[config.mk]
export PLATFORM = sky130hd
export DESIGN_NAME = analog_key_actuation_detector_top
export DESIGN_NICKNAME = d
export VERILOG_FILES = /design/src/design/akad_pkg.sv /design/src/design/analog_key_actuation_detector_top.sv /design/src/design/akad_key_store.sv
export SDC_FILE = /design/constraint.sdc
export NUM_CORES = 2
export LEC_CHECK = 0
export BUFFER_PORTS_ARGS = -buffer_cell sky130_fd_sc_hd__buf_4
export CORE_MARGIN = 2
export CORE_UTILIZATION = 55
export CTS_CLUSTER_DIAMETER = 60
export CTS_CLUSTER_SIZE = 24
export DETAILED_ROUTE_END_ITERATION = 7
export GPL_TIMING_DRIVEN = 0
export MAX_ROUTING_LAYER = met4
export PLACE_DENSITY = 0.71
export SLEW_MARGIN = 5
export SYNTH_ARGS = -nofsm -noshare
export SYNTH_HDL_FRONTEND = slang
export SYNTH_MEMORY_MAX_BITS = 65536
export SYNTH_SLANG_ARGS = --single-unit
export TNS_END_PERCENT = 10
[constraint.sdc]
create_clock -name clk -period 54.7 [get_ports clk]
set_input_delay 8.205 -clock clk [delete_from_list [all_inputs] [get_ports clk]]
set_output_delay 8.205 -clock clk [all_outputs]
set_load 0.02 [all_outputs]
[src/design/akad_pkg.sv]
// ---------------------------------------------------------------------------
// akad_pkg
// Shared types and constants of the analog key actuation detector.
// ---------------------------------------------------------------------------
package akad_pkg;

  // Number of tracked keys and index widths
  localparam int MAX_KEYS = 256;
  localparam int KEY_W    = $clog2(MAX_KEYS);
  // row (5b) * group width (6b) + col (5b) fits 11 bits
  localparam int IDX_W    = 11;

  // Last sample after reset
  localparam logic signed [15:0] LAST_RESET = 16'sd10000;
  // Group width used when the register holds zero
  localparam logic [5:0] DEFAULT_COLS = 6'd8;

  // Configuration register indexes
  localparam logic [2:0] CFG_GROUP_WIDTH  = 3'd0;
  localparam logic [2:0] CFG_SENSITIVITY  = 3'd1;
  localparam logic [2:0] CFG_FWD_ENABLE   = 3'd2;
  localparam logic [2:0] CFG_ACT_POINT    = 3'd3;
  localparam logic [2:0] CFG_KEY_COUNT    = 3'd4;

  // Result status codes
  typedef enum logic [1:0] {
    ST_PASSED   = 2'd0,
    ST_CONSUMED = 2'd1,
    ST_DROPPED  = 2'd2
  } status_t;

  // Per-key state write
  typedef struct packed {
    logic                    en;
    logic [KEY_W-1:0]        idx;
    logic signed [15:0]      value;
    logic                    down;
  } key_wr_t;

endpackage

[src/design/analog_key_actuation_detector_top.sv]
// ---------------------------------------------------------------------------
// analog_key_actuation_detector_top
// Analog key press and release detection with hysteresis.
// ---------------------------------------------------------------------------
// One item is accepted per clock unless the output stalls. It is registered
// in stage 1 with the read of the per-key sample memory (registered read
// port), then in the result register. Back-to-back samples of the same key
// are handled by a write bypass. A sensor sample (in_tuser high) is mapped to
// key row * group_width + col; indexes at or above key_count are dropped.
// A falling value tests for a press at actuation_point - sensitivity/2, any
// other value for a release at actuation_point + sensitivity/2; a crossing
// that changes the key state is reported when forwarding is enabled.
// Configuration must be written while the block is idle.
// ---------------------------------------------------------------------------
module analog_key_actuation_detector_top (
  input  logic        clk,
  input  logic        rst_n,
  // Configuration write port
  input  logic        cfg_we,
  input  logic [2:0]  cfg_idx,
  input  logic [15:0] cfg_wdata,
  // Input stream
  input  logic        in_tvalid,
  output logic        in_tready,
  input  logic [31:0] in_tdata,   // key_row[4:0], key_col[9:5], sample_value[25:10]
  input  logic        in_tuser,   // is_hall_event[0]
  // Result stream
  output logic        out_tvalid,
  input  logic        out_tready,
  output logic [15:0] out_tdata,  // changed[0], pressed[1], out_row[6:2], out_col[11:7]
  output logic [1:0]  out_tuser   // status[1:0]
);

  // Configuration registers
  logic [5:0]          gw_r;
  logic [11:0]         sens_r;
  logic                fwd_r;
  logic signed [15:0]  ap_r;
  logic [8:0]          kc_r;

  always_ff @(posedge clk) begin
    if (!rst_n) begin
      gw_r   <= '0;
      sens_r <= '0;
      fwd_r  <= 1'b0;
      ap_r   <= '0;
      kc_r   <= 9'd256;
    end else if (cfg_we) begin
      unique case (cfg_idx)
        akad_pkg::CFG_GROUP_WIDTH: gw_r   <= cfg_wdata[5:0];
        akad_pkg::CFG_SENSITIVITY: sens_r <= cfg_wdata[11:0];
        akad_pkg::CFG_FWD_ENABLE:  fwd_r  <= cfg_wdata[0];
        akad_pkg::CFG_ACT_POINT:   ap_r   <= cfg_wdata;
        akad_pkg::CFG_KEY_COUNT:   kc_r   <= cfg_wdata[8:0];
        default: ;
      endcase
    end
  end

  // Input fields
  logic [4:0]         in_row;
  logic [4:0]         in_col;
  logic signed [15:0] in_val;

  assign in_row = in_tdata[4:0];
  assign in_col = in_tdata[9:5];
  assign in_val = in_tdata[25:10];

  // Key index and range check
  logic [5:0]                   cols;
  logic [akad_pkg::IDX_W-1:0]   idx_full;
  logic [akad_pkg::IDX_W-1:0]   kc_ext;
  logic [akad_pkg::IDX_W-1:0]   max_ext;
  logic [akad_pkg::IDX_W-1:0]   limit;
  logic                         in_range;

  assign cols     = (gw_r == 6'd0) ? akad_pkg::DEFAULT_COLS : gw_r;
  assign idx_full = akad_pkg::IDX_W'(in_row) * akad_pkg::IDX_W'(cols)
                  + akad_pkg::IDX_W'(in_col);
  assign kc_ext   = akad_pkg::IDX_W'(kc_r);
  assign max_ext  = akad_pkg::IDX_W'(akad_pkg::MAX_KEYS);
  assign limit    = (kc_ext < max_ext) ? kc_ext : max_ext;
  assign in_range = idx_full < limit;

  // Handshake
  logic s1_v_r;
  logic s1_adv;
  logic in_xfer;
  logic out_v_r;

  assign s1_adv    = !out_v_r || out_tready;
  assign in_tready = !s1_v_r || s1_adv;
  assign in_xfer   = in_tvalid && in_tready;

  // Stage 1 item register
  logic                         s1_hall_r;
  logic                         s1_inr_r;
  logic [akad_pkg::KEY_W-1:0]   s1_idx_r;
  logic [4:0]                   s1_row_r;
  logic [4:0]                   s1_col_r;
  logic signed [15:0]           s1_val_r;

  always_ff @(posedge clk) begin
    if (!rst_n) begin
      s1_v_r <= 1'b0;
    end else if (in_tready) begin
      s1_v_r <= in_tvalid;
    end
  end

  always_ff @(posedge clk) begin
    if (in_xfer) begin
      s1_hall_r <= in_tuser;
      s1_inr_r  <= in_range;
      s1_idx_r  <= idx_full[akad_pkg::KEY_W-1:0];
      s1_row_r  <= in_row;
      s1_col_r  <= in_col;
      s1_val_r  <= in_val;
    end
  end

  // Per-key state
  akad_pkg::key_wr_t    wr;
  logic signed [15:0]   last;
  logic                 down;

  akad_key_store u_store (
    .clk     (clk),
    .rst_n   (rst_n),
    .rd_en   (in_xfer),
    .rd_idx  (idx_full[akad_pkg::KEY_W-1:0]),
    .wr      (wr),
    .rd_last (last),
    .rd_down (down)
  );

  // Threshold test with hysteresis
  logic signed [17:0] ap_x;
  logic signed [17:0] half_x;
  logic signed [17:0] val_x;
  logic signed [17:0] last_x;
  logic signed [17:0] trig;
  logic               falling;
  logic               crossed;
  logic               consume;
  logic               chg;
  akad_pkg::status_t  status;

  assign ap_x    = 18'(ap_r);
  assign half_x  = $signed({7'd0, sens_r[11:1]});
  assign val_x   = 18'(s1_val_r);
  assign last_x  = 18'(last);
  assign falling = s1_val_r < last;
  assign trig    = falling ? (ap_x - half_x) : (ap_x + half_x);
  assign crossed = falling ? ((val_x < trig) && (last_x >= trig))
                           : ((val_x > trig) && (last_x <= trig));
  assign consume = s1_hall_r && s1_inr_r;
  assign chg     = consume && fwd_r && crossed && (down != falling);

  always_comb begin
    priority if (!s1_hall_r) begin
      status = akad_pkg::ST_PASSED;
    end else if (!s1_inr_r) begin
      status = akad_pkg::ST_DROPPED;
    end else begin
      status = akad_pkg::ST_CONSUMED;
    end
  end

  // State update as the item leaves stage 1
  assign wr.en    = s1_v_r && s1_adv && consume;
  assign wr.idx   = s1_idx_r;
  assign wr.value = s1_val_r;
  assign wr.down  = chg ? falling : down;

  // Result register
  akad_pkg::status_t out_status_r;
  logic              out_chg_r;
  logic              out_prs_r;
  logic [4:0]        out_row_r;
  logic [4:0]        out_col_r;

  always_ff @(posedge clk) begin
    if (!rst_n) begin
      out_v_r <= 1'b0;
    end else if (s1_adv) begin
      out_v_r <= s1_v_r;
    end
  end

  always_ff @(posedge clk) begin
    if (s1_adv && s1_v_r) begin
      out_status_r <= status;
      out_chg_r    <= chg;
      out_prs_r    <= chg && falling;
      out_row_r    <= s1_row_r;
      out_col_r    <= s1_col_r;
    end
  end

  assign out_tvalid = out_v_r;
  assign out_tdata  = {4'd0, out_col_r, out_row_r, out_prs_r, out_chg_r};
  assign out_tuser  = out_status_r;

endmodule

[src/design/akad_key_store.sv]
// ---------------------------------------------------------------------------
// akad_key_store
// Per-key last sample and pressed bit memories, registered read with bypass
// of a write to the same key in the read cycle. One valid bit per key,
// cleared by reset, makes unwritten keys read as the reset state.
// ---------------------------------------------------------------------------
module akad_key_store (
  input  logic                             clk,
  input  logic                             rst_n,
  input  logic                             rd_en,
  input  logic [akad_pkg::KEY_W-1:0]       rd_idx,
  input  akad_pkg::key_wr_t                wr,
  output logic signed [15:0]               rd_last,
  output logic                             rd_down
);

  logic signed [15:0]             last_mem_r [akad_pkg::MAX_KEYS];
  logic                           down_mem_r [akad_pkg::MAX_KEYS];
  logic [akad_pkg::MAX_KEYS-1:0]  valid_r;

  logic signed [15:0] mem_q_r;
  logic               vld_q_r;
  logic               down_q_r;
  logic               byp_r;
  logic signed [15:0] byp_val_r;
  logic               byp_down_r;

  // Memory write and registered read
  always_ff @(posedge clk) begin
    if (wr.en) begin
      last_mem_r[wr.idx] <= wr.value;
      down_mem_r[wr.idx] <= wr.down;
    end
    if (rd_en) begin
      mem_q_r    <= last_mem_r[rd_idx];
      down_q_r   <= down_mem_r[rd_idx];
      byp_val_r  <= wr.value;
      byp_down_r <= wr.down;
    end
  end

  // Valid bits and bypass flag, cleared by reset
  always_ff @(posedge clk) begin
    if (!rst_n) begin
      valid_r  <= '0;
      vld_q_r  <= 1'b0;
      byp_r    <= 1'b0;
    end else begin
      if (wr.en) begin
        valid_r[wr.idx] <= 1'b1;
      end
      if (rd_en) begin
        vld_q_r  <= valid_r[rd_idx];
        byp_r    <= wr.en && (wr.idx == rd_idx);
      end
    end
  end

  // Bypass wins, unwritten entries read as the reset state
  assign rd_last = byp_r   ? byp_val_r :
                   vld_q_r ? mem_q_r   : akad_pkg::LAST_RESET;
  assign rd_down = byp_r ? byp_down_r : (vld_q_r && down_q_r);

endmodule

==> impl_results.md <==
* Status: finished with violations
* Failing checks: max-capacitance violations, max-slew violations
* Detailed Route WL at 504 mm
* Final setup vio count at 0
* Cell variety after synth at 58
* Skew final at 0.0658 ns
* Synthesized flop and latch total at 4739
* Crit path kind: in2out
* Share of layout cells above drive strength 1 at 33.3%
* Vias in the first global route at 88800
* Max Slew Vio Count at 22
* First-pass GRT wire length at 700 mm
* Hold Vio Cnt, Final at 0
* VDD IR max at 0.0298 mV
* Detailed Route Iter0 Violations at 15300
* CP Capture Type: primary output
* Clock Tree Buf Depth at 4
* Post-DP HPWL at 362 mm
* Htree depth at 5
* CTS Hold Bufs at 0
* Critical-path maximum fanout at 4
* Avg WL per Cell at 37.8 um
* Gr ovfl total at 0
* Vias per cell at 6.82
* Final nets at 8867
* Final setup TNS at 0 ns
* Placed cells at 12800
* Leak at 66.1 nW
* Top_reg_cell synth: edfxtp_1
* Worst Path Required at 46.50 ns
* CP arrival at 8.91 ns
* Most frequent cells in the layout: 4436 x edfxtp_1, 1530 x mux4_2, 304 x clkbuf_16, 303 x dfxtp_1, 261 x o21a_1
* Setup ws final at 37.58 ns
* EDFF count, synth at 4436
* Clk_lat worst skew at 0.99 ns
* Ys async rst share at 0%
* Pwr dens at 34.6 mW/mm^2
* Total setup buffers inserted after CTS at 0
* Inserted Clock Buffers at 292
* DR vias at 90900
* Max Clock Freq at 0.0584 GHz
* Synth Cell Area at 0.183 sq mm
* Slew @ Worst Pin at 1.51 ns
* Largest net degree at the start of global routing at 46
* Pre-CTS setup slack at 37.61 ns
* Filler instances at 21100
* Clk slew on worst S/H paths at 0.08 ns
* Final non-filler cell total at 13300
* # DRC at 0
* Initial antenna violation count at 45
* Final critical-path share of the clock period at 31.3%
* Max transition margin at -0.687%
* Die H at 581 um
* Starting Density at 55.4%
* DR pass1 iterations at 6
* Die ar. at 0.338 sq mm
* CTS tree: yes
* CP Launch Type: input pin
* GRT Total Usage at 30.9%
* Clk root buf: clkbuf_16
* IO buf count at 65
* HP Class: reg2reg
* Core ar. at 0.331 sq mm
* Syn Area/Cell at 23.2 sq um
* Max cap viols at 2
* Synth Instances at 7883
* Most common cell after layout, fill and taps aside: edfxtp_1
* Post-CTS Resized at 0
* Area grow syn2layout at 14.3%
* Total clock sinks at 4739
* Die Width at 581 um
* YS warnings at 0
* Fin crit period at 17.12 ns
* Total power at 7.25 mW
* Final GP Congestion at 0.946
* Seq/Total Area, Yosys at 76.1%
* IO Count at 77
* RSZ-0062 raised after global routing: no
* Row count at 211
* Detail Route Antenna Nets at 0
cell usage after synthesis (all sizes together) (20+ instances only):
| library cell | number | share of area (%) |
|---|---|---|
| buf | 168 | 0.47 |
| nor2b | 25 | 0.085 |
| dfxtp | 303 | 3.3 |
| xnor2 | 27 | 0.13 |
| a21oi | 38 | 0.10 |
| mux4 | 1530 | 19 |
| nor2 | 284 | 0.58 |
| nand2 | 140 | 0.29 |
| clkbuf | 260 | 0.53 |
| o21a | 261 | 1.1 |
| ha | 88 | 0.60 |
| edfxtp | 4436 | 73 |
| and2 | 20 | 0.068 |
| o21ai | 23 | 0.063 |
| a21boi | 36 | 0.15 |
| inv | 62 | 0.13 |
registers in the layout, indices dropped and copies added, names as in the netlist, 6 cells and up:
| name | count |
|---|---|
| u_store.valid_r | 256 |
| s1_val_r | 16 |
| u_store.mem_q_r | 16 |
| sens_r | 11 |
| kc_r | 9 |
| gw_r | 6 |
| s1_idx_r | 8 |
| u_store.down_mem_r | 256 |
| u_store.last_mem_r | 4096 |
| u_store.byp_val_r | 16 |
| ap_r | 16 |
power breakdown:
group,switching (mW),internal [mW],leakage (nW)
Combinational,0.536,0.329,18.3
Clock,1.27,1.14,4.80
Sequential,0.00832,3.97,43.0
Total,1.82,5.43,66.1
area by class of cell:
class | count | area (sq um) | share of cell area, %
Buffer | 428 | 1900 | 0.909
Timing Repair Buffer | 524 | 9920 | 4.74
Clock buffer | 336 | 7770 | 3.71
Inverter | 63 | 239 | 0.114
Tap cell | 4366 | 5460 | 2.61
Multi-Input combinational cell | 2656 | 42500 | 20.3
Antenna cell | 33 | 82.6 | 0.0395
Sequential cell | 4739 | 139000 | 66.6
Clock inverter | 178 | 2140 | 1.02
final timing paths:
check	from	to	slack, ns	depth (start not counted)
worst max register to register	u_store.byp_r$_SDFFE_PN0P_	u_store.down_mem_r[54]$_DFFE_PP_	45.34	36
worst min-delay path	s1_row_r[4]$_DFFE_PP_	out_row_r[4]$_DFFE_PP_	0.41	0
worst min register to register	s1_row_r[4]$_DFFE_PP_	out_row_r[4]$_DFFE_PP_	0.41	0
worst max-delay path	out_tready	in_tready	37.58	4
routing by layer:
layer	up-vias	part of all wire (%)	GRT usage, %
li1	35100	-	-
met1	48600	36	41.1
met2	6088	46	45.6
met3	1037	12	7.66
met4	0	5.6	14.1
met5	-	0	-
per-stage QoR:
stage	cell area, sq um	utilization, %	hold slack (ns)
after floorplan	183000	-	0.400
after global placement	189000	57.2	0.402
after detailed placement	199000	60.2	0.405
after CTS	209000	63.2	0.418
after global routing	209000	63.2	0.426
final	209000	63.3	0.414
worst max-delay path: stages:
cell and delay (ns):
buf_4 0.11, nor2b_1 0.27, nand2_1 0.15, buf_4 0.18
cells by family after synthesis:
logic type / Yosys count / synth area share (%)
AO/OA/AOI/OAI: 424 / 1.66
XOR/XNOR: 42 / 0.205
adder cells (fa/ha/maj): 108 / 0.809
buffers and inverters: 491 / 1.13
flip-flops: 4739 / 76.1
multiplexers: 1543 / 18.9
other: 1 / 0.00205
AND/OR/NAND/NOR: 535 / 1.24
Note: power is estimated with default switching activity, not from simulation.
